**src/sv/fafs_pkg.sv**
```systemverilog
package fafs_pkg;

    // default frame pool size
    localparam int FAFS_NUM_FRAMES = 64;

    // fixed field widths
    localparam int ID_W    = 16;
    localparam int COUNT_W = 7;
    localparam int STAMP_W = 32;
    localparam int FRAME_W = 6;

    // packed stream widths
    localparam int S_TDATA_W = 56;
    localparam int M_TDATA_W = 48;

    typedef enum logic {
        CMD_ALLOC = 1'b0,
        CMD_FREE  = 1'b1
    } t_req_cmd;

    typedef enum logic [1:0] {
        ST_GRANTED = 2'd0,
        ST_REFUSED = 2'd1,
        ST_FREED   = 2'd2,
        ST_EMPTY   = 2'd3
    } t_status;

    // controller to datapath
    typedef struct packed {
        logic accept;
        logic scan;
        logic flush;
        logic refuse;
    } t_dp_cmd;

    // datapath to controller
    typedef struct packed {
        logic refuse_req;
        logic is_free;
        logic scan_end;
        logic alloc_done;
        logic slot_free;
    } t_dp_stat;

endpackage

```
**src/sv/fafs_ctrl.sv**
```systemverilog
module fafs_ctrl
    import fafs_pkg::*;
(
    input  logic     i_clk,
    input  logic     i_rst_n,
    input  logic     i_s_tvalid,
    input  t_req_cmd i_req_cmd,
    input  t_dp_stat i_stat,
    output logic     o_s_tready,
    output t_dp_cmd  o_cmd
);

    typedef enum logic [3:0] {
        S_IDLE   = 4'b0001,
        S_SCAN   = 4'b0010,
        S_FLUSH  = 4'b0100,
        S_REFUSE = 4'b1000
    } t_state;

    t_state r_state;
    t_state n_state;
    logic   accept;

    assign o_s_tready = (r_state == S_IDLE);
    assign accept     = i_s_tvalid && o_s_tready;

    always_comb begin
        n_state = r_state;
        case (r_state)
            S_IDLE: begin
                if (accept) begin
                    if (i_req_cmd == CMD_ALLOC && i_stat.refuse_req) begin
                        n_state = S_REFUSE;
                    end else begin
                        n_state = S_SCAN;
                    end
                end
            end
            S_SCAN: begin
                if (i_stat.alloc_done) begin
                    n_state = S_IDLE;
                end else if (i_stat.scan_end) begin
                    n_state = i_stat.is_free ? S_FLUSH : S_IDLE;
                end
            end
            S_FLUSH, S_REFUSE: begin
                if (i_stat.slot_free) begin
                    n_state = S_IDLE;
                end
            end
            default: n_state = S_IDLE;
        endcase
    end

    always_ff @(posedge i_clk) begin
        if (!i_rst_n) begin
            r_state <= S_IDLE;
        end else begin
            r_state <= n_state;
        end
    end

    assign o_cmd.accept = accept;
    assign o_cmd.scan   = (r_state == S_SCAN);
    assign o_cmd.flush  = (r_state == S_FLUSH);
    assign o_cmd.refuse = (r_state == S_REFUSE);

endmodule

```
**src/sv/fafs_dp.sv**
```systemverilog
module fafs_dp
    import fafs_pkg::*;
#(
    parameter int NUM_FRAMES = FAFS_NUM_FRAMES
) (
    input  logic               i_clk,
    input  logic               i_rst_n,
    input  t_dp_cmd            i_cmd,
    output t_dp_stat           o_stat,
    input  t_req_cmd           i_req_cmd,
    input  logic [ID_W-1:0]    i_proc_id,
    input  logic [COUNT_W-1:0] i_request_count,
    input  logic [STAMP_W-1:0] i_event_time,
    input  logic               i_m_tready,
    output logic               o_out_valid,
    output t_status            o_status,
    output logic [FRAME_W-1:0] o_frame_index,
    output logic [STAMP_W-1:0] o_evict_stamp,
    output logic [COUNT_W-1:0] o_free_frames,
    output logic               o_last
);

    localparam int AW = (NUM_FRAMES > 1) ? $clog2(NUM_FRAMES) : 1;

    // request registers
    t_req_cmd           r_cmd;
    logic [ID_W-1:0]    r_id;
    logic [COUNT_W-1:0] r_want;
    logic [STAMP_W-1:0] r_stamp;

    // pool state
    logic [NUM_FRAMES-1:0] r_used;
    logic [ID_W-1:0]       r_owner_mem [NUM_FRAMES];
    logic [COUNT_W-1:0]    r_free_cnt;

    // scan pipeline: read issue, then compare
    logic [COUNT_W-1:0] r_idx;
    logic               r_rd_valid;
    logic [AW-1:0]      r_rd_idx;
    logic [ID_W-1:0]    r_rd_owner;
    logic [COUNT_W-1:0] r_got;

    // freed frame held back until it is known whether it is the last
    logic               r_pend_valid;
    logic [AW-1:0]      r_pend_idx;
    logic [COUNT_W-1:0] r_pend_cnt;

    // output register
    logic               r_out_valid;
    t_status            r_out_status;
    logic [FRAME_W-1:0] r_out_frame;
    logic [STAMP_W-1:0] r_out_stamp;
    logic [COUNT_W-1:0] r_out_cnt;
    logic               r_out_last;

    logic               slot_free;
    logic               is_alloc;
    logic               cur_used;
    logic               hit;
    logic               stage_live;
    logic               need_out;
    logic               adv;
    logic               fire;
    logic               issue;
    logic               got_last;
    logic               out_load;
    t_status            n_out_status;
    logic [FRAME_W-1:0] n_out_frame;
    logic [STAMP_W-1:0] n_out_stamp;
    logic [COUNT_W-1:0] n_out_cnt;
    logic               n_out_last;

    always_comb begin
        slot_free  = !r_out_valid || i_m_tready;
        is_alloc   = (r_cmd == CMD_ALLOC);
        cur_used   = r_used[r_rd_idx];
        hit        = is_alloc ? !cur_used : (cur_used && r_rd_owner == r_id);
        stage_live = i_cmd.scan && r_rd_valid;
        need_out   = stage_live && hit && (is_alloc || r_pend_valid);
        adv        = i_cmd.scan && (!need_out || slot_free);
        fire       = stage_live && adv;
        issue      = adv && (r_idx < COUNT_W'(NUM_FRAMES));
        got_last   = ((r_got + 1'b1) == r_want);
    end

    always_comb begin
        out_load     = 1'b0;
        n_out_status = ST_EMPTY;
        n_out_frame  = '0;
        n_out_stamp  = '0;
        n_out_cnt    = r_free_cnt;
        n_out_last   = 1'b1;
        if (need_out && slot_free) begin
            out_load = 1'b1;
            if (is_alloc) begin
                n_out_status = ST_GRANTED;
                n_out_frame  = FRAME_W'(r_rd_idx);
                n_out_cnt    = r_free_cnt - 1'b1;
                n_out_last   = got_last;
            end else begin
                n_out_status = ST_FREED;
                n_out_frame  = FRAME_W'(r_pend_idx);
                n_out_stamp  = r_stamp;
                n_out_cnt    = r_pend_cnt;
                n_out_last   = 1'b0;
            end
        end else if (i_cmd.flush && slot_free) begin
            out_load = 1'b1;
            if (r_pend_valid) begin
                n_out_status = ST_FREED;
                n_out_frame  = FRAME_W'(r_pend_idx);
                n_out_stamp  = r_stamp;
                n_out_cnt    = r_pend_cnt;
            end
        end else if (i_cmd.refuse && slot_free) begin
            out_load     = 1'b1;
            n_out_status = ST_REFUSED;
        end
    end

    // request capture, pool state and scan control
    always_ff @(posedge i_clk) begin
        if (!i_rst_n) begin
            r_used       <= '0;
            r_free_cnt   <= COUNT_W'(NUM_FRAMES);
            r_rd_valid   <= 1'b0;
            r_pend_valid <= 1'b0;
        end else begin
            if (i_cmd.accept) begin
                r_cmd        <= i_req_cmd;
                r_id         <= i_proc_id;
                r_want       <= i_request_count;
                r_stamp      <= i_event_time;
                r_idx        <= '0;
                r_rd_valid   <= 1'b0;
                r_got        <= '0;
                r_pend_valid <= 1'b0;
            end else if (adv) begin
                if (issue) begin
                    r_rd_idx   <= r_idx[AW-1:0];
                    r_rd_valid <= 1'b1;
                    r_idx      <= r_idx + 1'b1;
                end else begin
                    r_rd_valid <= 1'b0;
                end
            end
            if (fire && hit) begin
                if (is_alloc) begin
                    r_used[r_rd_idx] <= 1'b1;
                    r_free_cnt       <= r_free_cnt - 1'b1;
                    r_got            <= r_got + 1'b1;
                end else begin
                    r_used[r_rd_idx] <= 1'b0;
                    r_free_cnt       <= r_free_cnt + 1'b1;
                    r_pend_valid     <= 1'b1;
                    r_pend_idx       <= r_rd_idx;
                    r_pend_cnt       <= r_free_cnt + 1'b1;
                end
            end
        end
    end

    // owner store, one write and one registered read per cycle
    always_ff @(posedge i_clk) begin
        if (fire && hit && is_alloc) begin
            r_owner_mem[r_rd_idx] <= r_id;
        end
        if (issue) begin
            r_rd_owner <= r_owner_mem[r_idx[AW-1:0]];
        end
    end

    always_ff @(posedge i_clk) begin
        if (!i_rst_n) begin
            r_out_valid <= 1'b0;
        end else if (out_load) begin
            r_out_valid <= 1'b1;
        end else if (i_m_tready) begin
            r_out_valid <= 1'b0;
        end
    end

    always_ff @(posedge i_clk) begin
        if (out_load) begin
            r_out_status <= n_out_status;
            r_out_frame  <= n_out_frame;
            r_out_stamp  <= n_out_stamp;
            r_out_cnt    <= n_out_cnt;
            r_out_last   <= n_out_last;
        end
    end

    assign o_stat.refuse_req = (i_request_count == '0) || (i_request_count > r_free_cnt);
    assign o_stat.is_free    = !is_alloc;
    assign o_stat.scan_end   = fire && (r_rd_idx == AW'(NUM_FRAMES - 1));
    assign o_stat.alloc_done = fire && hit && is_alloc && got_last;
    assign o_stat.slot_free  = slot_free;

    assign o_out_valid   = r_out_valid;
    assign o_status      = r_out_status;
    assign o_frame_index = r_out_frame;
    assign o_evict_stamp = r_out_stamp;
    assign o_free_frames = r_out_cnt;
    assign o_last        = r_out_last;

endmodule

```
**src/sv/frame_allocator_first_free.sv**
```systemverilog
// First-fit page frame allocator. The block keeps an owner id and a used bit for each
// frame of a pool of NUM_FRAMES frames plus a count of free frames. An allocate request
// (tuser 0) claims the lowest-numbered free frames in ascending order and gives one
// granted transfer per frame, or a single refused transfer when the count is zero or
// above the free count. A free request (tuser 1) releases every frame of the process
// and gives one freed transfer per frame carrying the request's time stamp, or a single
// "nothing owned" transfer. tlast marks the final transfer of each request. A request
// walks the frame table one entry per cycle through the registered-read owner store, except
// while a result waits in a stalled output register; a new request is taken once the final
// result sits in the output register.
module frame_allocator_first_free
    import fafs_pkg::*;
#(
    parameter int NUM_FRAMES = FAFS_NUM_FRAMES
) (
    input  logic                 i_clk,
    input  logic                 i_rst_n,
    // request stream
    input  logic                 i_s_tvalid,
    output logic                 o_s_tready,
    input  logic [S_TDATA_W-1:0] i_s_tdata,  // proc_id[15:0], request_count[22:16],
                                             // event_time[54:23], zero fill
    input  logic                 i_s_tuser,  // cmd: 0 allocate, 1 free
    // result stream
    output logic                 o_m_tvalid,
    input  logic                 i_m_tready,
    output logic [M_TDATA_W-1:0] o_m_tdata,  // frame_index[5:0], evict_stamp[37:6],
                                             // free_frames[44:38], zero fill
    output logic [1:0]           o_m_tuser,  // status
    output logic                 o_m_tlast   // final transfer of a request
);

    t_dp_cmd            cmd;
    t_dp_stat           stat;
    t_req_cmd           req_cmd;
    t_status            status;
    logic [FRAME_W-1:0] frame_index;
    logic [STAMP_W-1:0] evict_stamp;
    logic [COUNT_W-1:0] free_frames;

    assign req_cmd = t_req_cmd'(i_s_tuser);

    fafs_ctrl u_ctrl (
        .i_clk      (i_clk),
        .i_rst_n    (i_rst_n),
        .i_s_tvalid (i_s_tvalid),
        .i_req_cmd  (req_cmd),
        .i_stat     (stat),
        .o_s_tready (o_s_tready),
        .o_cmd      (cmd)
    );

    fafs_dp #(
        .NUM_FRAMES (NUM_FRAMES)
    ) u_dp (
        .i_clk           (i_clk),
        .i_rst_n         (i_rst_n),
        .i_cmd           (cmd),
        .o_stat          (stat),
        .i_req_cmd       (req_cmd),
        .i_proc_id       (i_s_tdata[15:0]),
        .i_request_count (i_s_tdata[22:16]),
        .i_event_time    (i_s_tdata[54:23]),
        .i_m_tready      (i_m_tready),
        .o_out_valid     (o_m_tvalid),
        .o_status        (status),
        .o_frame_index   (frame_index),
        .o_evict_stamp   (evict_stamp),
        .o_free_frames   (free_frames),
        .o_last          (o_m_tlast)
    );

    // unused high byte bits of both tdata buses are zero fill
    assign o_m_tdata = {3'b000, free_frames, evict_stamp, frame_index};
    assign o_m_tuser = status;

endmodule

```
**config.mk**
```make
export PLATFORM = sky130hd
export DESIGN_NAME = frame_allocator_first_free
export DESIGN_NICKNAME = d
export VERILOG_FILES = /design/src/sv/fafs_pkg.sv /design/src/sv/fafs_ctrl.sv /design/src/sv/fafs_dp.sv /design/src/sv/frame_allocator_first_free.sv
export SDC_FILE = /design/constraint.sdc
export NUM_CORES = 2
export LEC_CHECK = 0
export BUFFER_PORTS_ARGS = -buffer_cell sky130_fd_sc_hd__buf_4
export CORE_ASPECT_RATIO = 1.1
export CORE_MARGIN = 1
export CORE_UTILIZATION = 25
export CTS_CLUSTER_DIAMETER = 80
export CTS_CLUSTER_SIZE = 20
export DETAILED_ROUTE_END_ITERATION = 8
export PLACE_DENSITY = 0.36
export SLEW_MARGIN = 40
export SYNTH_ARGS = -nofsm -noshare
export SYNTH_HDL_FRONTEND = slang
export SYNTH_SLANG_ARGS = --single-unit
```
**constraint.sdc**
```tcl
create_clock -name i_clk -period 4.45 [get_ports i_clk]
set_input_delay 0.6675 -clock i_clk [delete_from_list [all_inputs] [get_ports i_clk]]
set_output_delay 0.6675 -clock i_clk [all_outputs]
set_load 0.05 [all_outputs]
```
==> qor.log <==
[outcome] violations in the final reports DRC
[timing] Hold Vio Cnt, Final 0
[power] highest ir drop seen on vdd 0.000260 V
[setup_path] critical path fanouts, max 11
[clock_tree] Clock Path Buffers 3
[clock_tree] CTS clk-pin slew, worst paths 80 ps
[setup_path] crit path launch u_dp.r_rd_idx[4]
[power] sum of internal, switching and leakage power 23600 µW
[timing] actual transition at the worst max-transition pin 799 ps
[yosys] number of flops mapped to enable cells by yosys 1177
[timing] worst setup slack after layout 201 ps
[clock_tree] number of sinks on the clock net 1255
[timing] max-slew violation count 0
[timing] fraction of the cycle the final worst path needs 95.5%
[drt] total via count in the routed design 24000
[clock_tree] H-tree level count 3
[global_route] global-route wire length before repair 195000 µm
[placed_design] post-detailed-placement half-perimeter wirelength 86500 µm
[placed_design] number of cells in the design after placement 5081
[floorplanning] die span in x 424 µm
[timing] setup skew after layout 31.6 ps
[finish] core occupancy in the finished layout 29.7%
[global_route] vias in the first global route 25500
[timing] aggregate negative setup slack 0 ps
[drt] wire length reported by the detailed router 137000 µm
[power] Leakage Power 0.0178 µW
[setup_path] max incr delay on CP 660 ps
[floorplanning] die outline area 198000 µm²
[yosys] sequential area share after synthesis 75.4%
[drt] per-cell via count in the routed design 4.58
[drt] violation count after the first detailed-route iteration 2042
[placed_design] # port buffers 109
[setup_path] series of cell instances along the critical path or3b_1, or3b_1, o211ai_2, a311oi_4, buf_4, a31o_1, a211o_1, or3_1, nor2_2, buf_4
[yosys] fraction of synthesis flops using an asynchronous set or reset pin 0%
[flow_run] max-cap viol count 0
[min_path] hold_sp i_s_tdata[40]
[setup_path] FF-to-FF setup slack 200 ps
[placed_design] GPL Wtd Cong 0.773
[yosys] post-synthesis instance total 2352
[drt] first-pass iteration count of the detailed router 9
[drt] DRC violations left 34
[timing] fmax 235 MHz
[placed_design] Setup WS pre-CTS 134 ps
[yosys] Synth cell types 70
[setup_path] Setup crit start kind flip-flop
[yosys] average footprint of a synthesized cell 20.8 µm²
[finish] share of layout cells above drive strength 1 32.5%
[drt] Routed Antenna Nets 0
[setup_path] startpoint of the worst register-to-register path u_dp.r_rd_idx[4]
[drt] average routed wire per standard cell 26.1 µm
[timing] post-layout min period 4250 ps
[timing] number of failing setup endpoints in the final timing report 0
[global_route] pin count of the biggest net entering global routing 79
[power] cell area power density 408 nW/µm²
[finish] fin cells 5249
[floorplanning] Starting Density 25.1%
[global_route] Global Route Usage Sum 13.8%
[setup_path] Worst Setup Path Type reg -> reg
[clock_tree] TritonCTS Buffers 91
[timing] unrepaired setup endpoints after global routing no
[clock_tree] library cell used as clock root buffer clkbuf_16
[setup_path] slowest stage cell, crit path or3_1
[global_route] Remaining Overflow, GRT 0
[timing] headroom to the max-slew limit 46.7%
[clock_tree] CTS tree done
[floorplanning] area inside the core boundary 195000 µm²
[yosys] main flop type after synthesis edfxtp_1
[setup_path] Data required, critical path 4850 ps
[finish] top library cells by usage in the layout, fill and taps aside edfxtp_1 (1177), mux4_2 (342), buf_4 (222)
[min_path] HP Class in -> reg
[floorplanning] standard-cell rows 170
[setup_path] critical path endpoint category flip-flop
[finish] synthesis-to-layout area growth 18.2%
[clock_tree] insertion delay to the later sink of the worst-skew pair 720 ps
[setup_path] arrival time worst endpoint 4650 ps
[clock_tree] hold buffers post-CTS 0
[finish] Layout Nets 2672
[outcome] result of the run finished, violations left
[yosys] Yosys Warn Count 0
[finish] most frequent standard cell in the layout excluding fill and tap cells edfxtp_1
[yosys] register bit total from synthesis 1255
[yosys] mapped cell area 49000 µm²
[floorplanning] IO Pins 114
[global_route] initial antenna violation count 7
[floorplanning] vertical extent of the die 466 µm
cells in the mapped netlist, types with 11 or more instances:
cell type  number  area share [%]
xor2_1         16            0.29
nand4_1        12            0.15
inv_1          25            0.19
nor2b_1        12            0.15
xnor2_1        21            0.38
o211ai_1       60            0.92
buf_2          14            0.14
mux4_2        342              16
edfxtp_1     1177              72
nand2_1        42            0.32
nor2_1         93            0.71
dfxtp_1        78             3.2
nand3_1        27            0.28
o21ai_0        73            0.75
buf_1          27            0.21
a21oi_1        29            0.30
clkbuf_1       93            0.71
or3_1          13            0.17
nor3_1         14            0.14
ha_1           11            0.28
and2_1         35            0.45
through the flow:
step | area [µm²] | hold slack, ps
6_report | 57900 | 122
5_1_grt | 57900 | 69.4
4_1_cts | 57700 | 33.5
3_5_place_dp | 54700 | 445
3_3_place_gp | 54700 | 447
2_1_floorplan | 49000 | 421
area by class of cell:
cell class	count	area [µm²]
fillers	19000	137000
flip-flops and latches	1255	36900
multi-input cells	932	11600
well taps	2580	3230
repair buffers	293	3040
clock buffers	94	2300
clock inverters	62	726
inverters	27	101
diodes	6	15.0
where the power goes:
group	internal, µW	leakage (µW)	switching [µW]	total [µW]
sequential	13000	0.0113	52.6	13000
clock	4170	0.00146	4520	8690
combinational	762	0.00499	1120	1880
total	17900	0.0178	5680	23600
critical path, delay by kind of cell, from the launching register on:
kind | cells | cell delay, ps
compound gates | 4 | 1020
buf+inv | 2 | 450
flops | 1 | 570
simple gates | 4 | 1880
kinds of logic (layout without fill, tap and decap cells):
logic type,count (synthesis),in the layout,share of synthesized area [%]
flip-flops,1255,1255,75.4
buffers and inverters,167,476,1.37
AO/OA/AOI/OAI,237,237,3.30
other,1,9,0.00766
AND/OR/NAND/NOR,291,291,3.05
multiplexers,353,353,16.0
adder cells (fa/ha/maj),11,11,0.281
XOR/XNOR,37,37,0.662
worst paths after layout:
path	endpoint	cells after the start
worst min-delay path	u_dp.r_stamp[17]	1
worst max-delay path	u_dp.r_owner_mem[14][7]	10
worst min register to register	flip-flop	2
worst max register to register	u_dp.r_owner_mem[14][7]	10
flip-flops by register name, indices dropped and copies added (netlist names), 16 cells and up, named ones only:
signal and cells:
u_dp.r_id 16, u_dp.r_stamp 32, u_dp.r_rd_owner 16, u_dp.o_evict_stamp 32, u_dp.r_owner_mem 1024
what timing repair did:
| action | in CTS | in global routing |
|---|---|---|
| setup buffers | 0 | 3 |
| setup endpoints to repair | 0 | 142 |
| resized for setup | 0 | 1 |
layer usage:
metal | wire length, µm | vias to the layer above | GRT usage (%)
li1 | - | 10300 | -
met1 | 61300 | 13000 | 18.9
met2 | 66800 | 582 | 22.9
met3 | 6250 | 146 | 1.92
met4 | 2790 | 0 | 3.59
met5 | 0 | - | 0
Note: power is estimated with default switching activity, not from simulation.
